[config.mk]
export PLATFORM = sky130hd
export DESIGN_NAME = s2l_cbrt
export DESIGN_NICKNAME = d
export VERILOG_FILES = /design/src/sv/s2l_pkg.sv /design/src/sv/s2l_cbrt.sv
export SDC_FILE = /design/constraint.sdc
export NUM_CORES = 2
export LEC_CHECK = 0
export ABC_CLOCK_PERIOD_IN_PS = 7650
export BUFFER_PORTS_ARGS = -buffer_cell sky130_fd_sc_hd__buf_2
export CAP_MARGIN = 20
export CORE_MARGIN = 2
export CORE_UTILIZATION = 59
export DETAILED_ROUTE_END_ITERATION = 10
export GPL_TIMING_DRIVEN = 0
export PLACE_DENSITY_LB_ADDON = 0.08
export SLEW_MARGIN = 15
export SYNTH_ARGS = -nofsm -noshare
export SYNTH_HDL_FRONTEND = slang
export SYNTH_SLANG_ARGS = --single-unit
[constraint.sdc]
create_clock -name i_clk -period 7.65 [get_ports i_clk]
set_input_delay 1.1475 -clock i_clk [delete_from_list [all_inputs] [get_ports i_clk]]
set_output_delay 1.1475 -clock i_clk [all_outputs]
set_load 0.01 [all_outputs]
[src/sv/s2l_pkg.sv]
`default_nettype none
package s2l_pkg;

    localparam int LAB_FRAC_BITS = 7;
    localparam int GAIN_W        = 17;
    localparam int LIN_W         = 17;
    localparam int T_W           = 18;
    localparam int ROOT_W        = 17;
    localparam int RAD_W         = 51;
    localparam int LAB_L_W       = 14;
    localparam int LAB_AB_W      = 15;

    // config register indexes
    localparam logic [1:0] REG_INV_WHITE_X = 2'd0;
    localparam logic [1:0] REG_INV_WHITE_Y = 2'd1;
    localparam logic [1:0] REG_INV_WHITE_Z = 2'd2;

    localparam logic [GAIN_W-1:0] GAIN_RESET = 17'd65536;

    // sRGB to XYZ matrix, units of 1/10000, [row][column]
    typedef logic [13:0] t_coef_row [3];
    typedef t_coef_row   t_coef_mat [3];
    localparam t_coef_mat MAT = '{
        '{14'd4124, 14'd3576, 14'd1805},
        '{14'd2126, 14'd7152, 14'd722},
        '{14'd193,  14'd1192, 14'd9505}
    };

    // reciprocals for constant division
    localparam logic [31:0] RECIP_10000  = 32'd3518437209;   // ceil(2^45/10000)
    localparam int          SHIFT_10000  = 45;
    localparam logic [31:0] RECIP_116000 = 32'd2426508421;   // ceil(2^48/116000)
    localparam int          SHIFT_116000 = 48;
    localparam logic [31:0] HALF_SCALE   = 32'd327680000;
    localparam logic [19:0] LIN_SLOPE    = 20'd903292;       // 7787*116
    localparam logic [30:0] LIN_OFFSET   = 31'd1048634000;   // 16*65536*1000 + 58000
    localparam logic [T_W-1:0] CBRT_MIN_T = 18'd581;         // t*1e6 > 8856*65536

    typedef logic [LIN_W-1:0] t_lin_rom [256];

    function automatic longint unsigned f_pow5(input longint unsigned y);
        longint unsigned y2;
        longint unsigned y4;
        y2 = (y * y) >> 16;
        y4 = (y2 * y2) >> 16;
        return (y4 * y) >> 16;
    endfunction

    function automatic t_lin_rom f_build_lin();
        t_lin_rom rom;
        longint unsigned u;
        longint unsigned u2;
        longint unsigned lo;
        longint unsigned hi;
        longint unsigned mid;
        for (int v = 0; v < 256; v++) begin
            if (longint'(v) * 100000 <= 1031475) begin
                rom[v] = LIN_W'((longint'(v) * 6553600 + 164730) / 329460);
            end else begin
                u  = ((longint'(v) * 1000 + 14025) * 65536 + 134512) / 269025;
                u2 = (u * u + 32768) >> 16;
                lo = 0;
                hi = 65536;
                while (lo < hi) begin
                    mid = (lo + hi + 1) / 2;
                    if (f_pow5(mid) <= u2) lo = mid;
                    else hi = mid - 1;
                end
                rom[v] = LIN_W'((u2 * lo + 32768) >> 16);
            end
        end
        return rom;
    endfunction

    localparam t_lin_rom LIN_ROM = f_build_lin();

endpackage
`default_nettype wire

[src/sv/s2l_cbrt.sv]
`default_nettype none
// Pipelined floor cube root, one 3-bit radicand group per stage.
module s2l_cbrt
    import s2l_pkg::*;
#(
    parameter int P_SIDE_W = 16
) (
    input  wire logic                i_clk,
    input  wire logic                i_en,
    input  wire logic [RAD_W-1:0]    i_rad,
    input  wire logic [P_SIDE_W-1:0] i_side,
    output logic      [ROOT_W-1:0]   o_root,
    output logic      [P_SIDE_W-1:0] o_side
);

    localparam int NG  = RAD_W / 3;
    localparam int RW  = 2 * ROOT_W + 3;
    localparam int QW  = 2 * ROOT_W;
    localparam int CW  = RW + 3;

    logic [ROOT_W-1:0]   r_s    [NG];
    logic [QW-1:0]       r_q    [NG];
    logic [RW-1:0]       r_r    [NG];
    logic [RAD_W-1:0]    r_x    [NG];
    logic [P_SIDE_W-1:0] r_side [NG];

    for (genvar k = 0; k < NG; k++) begin : g_stage
        logic [ROOT_W-1:0]   p_s;
        logic [QW-1:0]       p_q;
        logic [RW-1:0]       p_r;
        logic [RAD_W-1:0]    p_x;
        logic [P_SIDE_W-1:0] p_side;
        logic [CW-1:0]       rr;
        logic [CW-1:0]       d;
        logic [ROOT_W-1:0]   s2;
        logic [QW-1:0]       q4;
        logic                take;

        if (k == 0) begin : g_first
            assign p_s    = '0;
            assign p_q    = '0;
            assign p_r    = '0;
            assign p_x    = i_rad;
            assign p_side = i_side;
        end else begin : g_next
            assign p_s    = r_s[k-1];
            assign p_q    = r_q[k-1];
            assign p_r    = r_r[k-1];
            assign p_x    = r_x[k-1];
            assign p_side = r_side[k-1];
        end

        always_comb begin
            rr   = {p_r, p_x[RAD_W-1 -: 3]};
            s2   = {p_s[ROOT_W-2:0], 1'b0};
            q4   = {p_q[QW-3:0], 2'b00};
            d    = CW'(q4) * CW'(3) + CW'(s2) * CW'(3) + CW'(1);
            take = (rr >= d);
        end

        always_ff @(posedge i_clk) begin
            if (i_en) begin
                r_s[k]    <= take ? (s2 | ROOT_W'(1)) : s2;
                r_q[k]    <= take ? (q4 + QW'({s2, 1'b0}) + QW'(1)) : q4;
                r_r[k]    <= take ? RW'(rr - d) : RW'(rr);
                r_x[k]    <= p_x << 3;
                r_side[k] <= p_side;
            end
        end
    end

    assign o_root = r_s[NG-1];
    assign o_side = r_side[NG-1];

endmodule
`default_nettype wire

======== After elaboration in Yosys (flattened, before gate mapping) ========
Memory sizes are Yosys's and may differ from the RTL's.
Index checks and enable logic that the tools add are counted.
cells by class
  add/subtract/negate cells ............... 81
  multiply operators ...................... 32
  $lt $le $gt $ge ......................... 17
  multiplexer cells ....................... 53
operator list
  kind                   count
  $ge 40x38->1           16
  $mux 37                17
  $add 37x1->38 const B  16
  $add 36x19->37         16
  $sub 37x37->37         16
  $add 34x1->34 const B  16
  $add 34x18->34         16
  $mul 32x2->34 const B  16
  $mux 34                16
  $mul 16x2->18 const B  16
  $mux 1                 20
  $sub 3x1->4 const B    1
  $ge 3x1->1 const B     1
word-level totals
  register bits after elaboration ......... 0
  bits in writable memories ............... 2584
  bits of input ports ..................... 69
  output and inout port bits .............. 33
  memories kept ........................... 5
memory list
  memory  words  bits a word  rd ports  clocked after memory_dff  wr ports  RTL line        RTL
  r_x     17     48           16        0                         17        s2l_cbrt.sv:24  logic [RAD_W-1:0] r_x [NG];
  r_r     17     37           16        0                         17        s2l_cbrt.sv:23  logic [RW-1:0] r_r [NG];
  r_q     17     34           16        0                         17        s2l_cbrt.sv:22  logic [QW-1:0] r_q [NG];
  r_s     17     17           17        0                         17        s2l_cbrt.sv:21  logic [ROOT_W-1:0] r_s [NG];
  r_side  17     16           17        0                         17        s2l_cbrt.sv:25  logic [P_SIDE_W-1:0] r_side [NG];

======== Depth between registers and ports, before layout ========
An unclocked memory read counts as a cell.
  depth after elaboration ................. 6
  mapped depth ............................ 38
  depth with buffers taken out ............ 36

======== Least setup slack after synthesis ========
Ideal clock, no wire load.
  path kind ............................... register to register
  start ................................... memory r_s[13][1]
  end ..................................... memory r_q[0][506] (netlist bit) (data pin)
  arrival time ............................ 7.001 ns
  required time ........................... 7.392 ns
  setup slack ............................. 0.390 ns
  stages on the path, launching flop included .. 33
  buffers on the path ..................... 1
  clock period less this slack ............ 7.260 ns
  path through ............................ edfxtp_1 -> ha_1 -> a21o_1 -> a21oi_1 -> o21ai_0 -> a21oi_1 -> o21ai_0 -> a21oi_1 -> nor2b_1 -> o21a_1 -> o41a_1 -> xnor2_1 -> ha_1 -> and3_1 -> a221o_1 -> a21o_1 -> o21ai_0 -> a21oi_1 -> nor2_1 -> or3_1 -> or4b_2 -> xor2_1 -> ha_1 -> nand2_1 -> nor4_1 -> o21ai_0 -> a31o_2 -> o31a_1 -> a211oi_1 -> and3_1 -> clkbuf_1 -> nand4_1 -> xnor2_1
RTL lines
  what             RTL line
  start, declared  s2l_cbrt.sv:21
  end, declared    s2l_cbrt.sv:22

==> results.sh <==
export IMPL_status="completed"
export IMPL_cts_sinks=1697
export IMPL_drtAntennaViolNets=0
export IMPL_numPortBuffers=101
export IMPL_fin_cells=13800
export IMPL_initial_core_util_pct=59.2
export IMPL_fin_ws_ns=0.194
export IMPL_critPathLaunchType="flip-flop"
export IMPL_tightest_slew_ns=1.09
export IMPL_slew_violations=0
export IMPL_dp_final_hpwl_mm=220
export IMPL_cp_max_fo=6
export IMPL_netlist_area_um2=114000
export IMPL_antenna_found_initial=3
export IMPL_cts_buffer_depth=3
export IMPL_grt_pass1_vias=81200
export IMPL_wl_per_cell_um=20.6
export IMPL_seq_area_frac_synth_pct=44.8
export IMPL_synth_edf_count=1697
export IMPL_clk_latency_ns=0.86
export IMPL_finalWirelength_mm=284
export IMPL_synthArstFlopShare_pct=0
export IMPL_syn_instance_count=10800
export IMPL_finalSetupViolations=0
export IMPL_die_y_um=443
export IMPL_overflow=0
export IMPL_drive_gt1_share_pct=7.54
export IMPL_syn_to_final_growth_pct=10.9
export IMPL_ys_types=80
export IMPL_worstSetupEndpoint="r_q[0][506]"
export IMPL_grt_max_degree=161
export IMPL_crit_type="reg -> reg"
export IMPL_fin_crit_ns=7.46
export IMPL_slew_headroom_pct=25.5
export IMPL_synth_seq_cells=1697
export IMPL_critical_path_buf_inv_count=2
export IMPL_ys_flop_type="edfxtp_1"
export IMPL_drc=0
export IMPL_clk_pin_slew_ns=0.06
export IMPL_die_area_um2=196000
export IMPL_rr_worst_depth=33
export IMPL_fin_skew_ns=0.0766
export IMPL_ioPinCount=102
export IMPL_crit_family="compound AO/OA/AOI/OAI gates"
export IMPL_rows=161
export IMPL_ys_warn_count=0
export IMPL_cts_buffers=177
export IMPL_synth_most_common_cell="edfxtp_1"
export IMPL_syn_num_nets=12100
export IMPL_worstPathArrival_ns=8.06
export IMPL_synth_top_area_share_pct=44.8
export IMPL_regToRegEndpoint="r_q[0][506]"
export IMPL_nNetsFinal=12400
export IMPL_fmax_mhz=134
export IMPL_place_inst=13400
export IMPL_hold_slack_ns=0.384
export IMPL_cpMaxStageDelayCell="or4b_4"
export IMPL_cp_slowest_stage_delay_ns=0.52
export IMPL_grt_usage_pct=28.3
export IMPL_fp_dieW_um=443
export IMPL_reg2reg_slack_ns=0.19
export IMPL_cp_num_cells=33
export IMPL_root_buffer="clkbuf_16"
export IMPL_htreeDepth=4
export IMPL_tritoncts="yes"
export IMPL_routabilityCongestion=0.967
export IMPL_required_ns=8.25
export IMPL_dr_pass1_iters=6
export IMPL_synth_area_leaders="edfxtp_1, ha_1, xnor2_1"
export IMPL_core_um2=192000
export IMPL_endpoint_kind="flip-flop"
export IMPL_drtIter0Drc=6226
export IMPL_finalHoldViolCount=0
export IMPL_period_share_pct=97.5
export IMPL_startpoint="r_s[13][2]"
export IMPL_postSynthAreaPerCell_um2=10.5
export IMPL_dp_slack_ns=-2.07
export IMPL_num_vias=83300
export IMPL_drv_cap=0
export IMPL_grt_pass1_wl_mm=441
export IMPL_vias_per_cell=6.02
export IMPL_rsz0062_at_grt="yes"
export IMPL_holdCritPathClass="reg -> reg"
export IMPL_synthTopCellsByCount="edfxtp_1, ha_1, a21oi_1, nand2_1, xnor2_1"
export IMPL_synth_area_leader_cell="edfxtp_1"
export IMPL_worstReg2RegStart="r_s[13][2]"
export IMPL_tns_ns=0
layout make-up:
type | count | area [um^2]
diodes | 4 | 10.0
plain buffers | 176 | 827
clock buffers | 198 | 4530
clock inverters | 126 | 1700
fillers | 15100 | 66000
inverters | 520 | 1960
multi-input cells | 8386 | 61400
flip-flops and latches | 1697 | 51000
well taps | 2526 | 3160
repair buffers | 203 | 1550
stage by stage:
stage	cell area, um^2	util [%]
6_report	126000	65.6
5_1_grt	126000	65.6
4_1_cts	125000	65.1
3_5_place_dp	118000	61.3
3_3_place_gp	117000	61.1
2_1_floorplan	114000	-
what timing repair did:
item | 4_1_cts | 5_1_grt
hold buffers | 0 | 0
pin swaps | 30 | 56
gates resized for setup | 198 | 197
setup endpoints to repair | 503 | 526
buffers inserted | 43 | 43
per-layer routing:
metal / part of all wire, % / wire length [um] / track usage [%] / vias to the layer above
met5: 0 / 0 / 0 / -
met4: 4.7 / 13300 / 12.4 / 0
met3: 4.1 / 11500 / 3.10 / 561
met2: 50 / 141000 / 49.5 / 2096
met1: 42 / 118000 / 35.4 / 39900
li1: - / - / - / 40800
flip-flops by register name (all words and copies together) (netlist names):
register	cells
r_q	321
r_s	152
r_x	408
r_r	544
r_side	272
worst reg2reg max path: cells and delay by family (launching register included):
kind | cells | cell delay (ns)
AOI/OAI and AO/OA | 16 | 2.93
and+or+nand+nor | 9 | 2.04
adders and majority gates | 3 | 0.94
xor gates and xnor gates | 3 | 0.54
DFF | 1 | 0.45
buffers and inverters | 2 | 0.29
worst min path at each step:
stage	cells past startpoint	slack [ns]	end	startpoint
after floorplan	0	0.40	r_side[0][100]	r_side[0][84]
after global placement	0	0.40	r_side[0][240]	r_side[0][224]
after detailed placement	0	0.40	r_side[0][102]	r_side[0][86]
after CTS	1	0.37	r_x[0][11]	i_rad[11]
after global routing	0	0.38	r_x[0][413]	r_x[0][362]
final	0	0.38	r_x[0][413]	r_x[0][362]
cell families after synthesis:
| logic type | synth area share (%) |
|---|---|
| muxes | 0.526 |
| DFF | 44.8 |
| xor gates and xnor gates | 10.4 |
| adders and majority gates | 13.7 |
| and+or+nand+nor | 11.9 |
| buffers and inverters | 2.38 |
| AOI/OAI and AO/OA | 16.3 |
cell usage in the layout, fill, tap and decap left out, drive strengths merged, types with 81 or more instances in the layout:
cell type,instances
edfxtp,1697
ha,1149
a21oi,914
nand2,849
xnor2,809
o21ai,699
nor2,643
xor2,544
inv,529
a21o,472
clkbuf,349
nand3,238
buf,226
nor3,193
o21bai,168
nand2b,140
nand4,138
nor2b,132
o21a,120
and3,108
clkinv,81
Power is not shown: default switching activity piles up to over one toggle a cycle in this logic, so the estimate is an artifact.
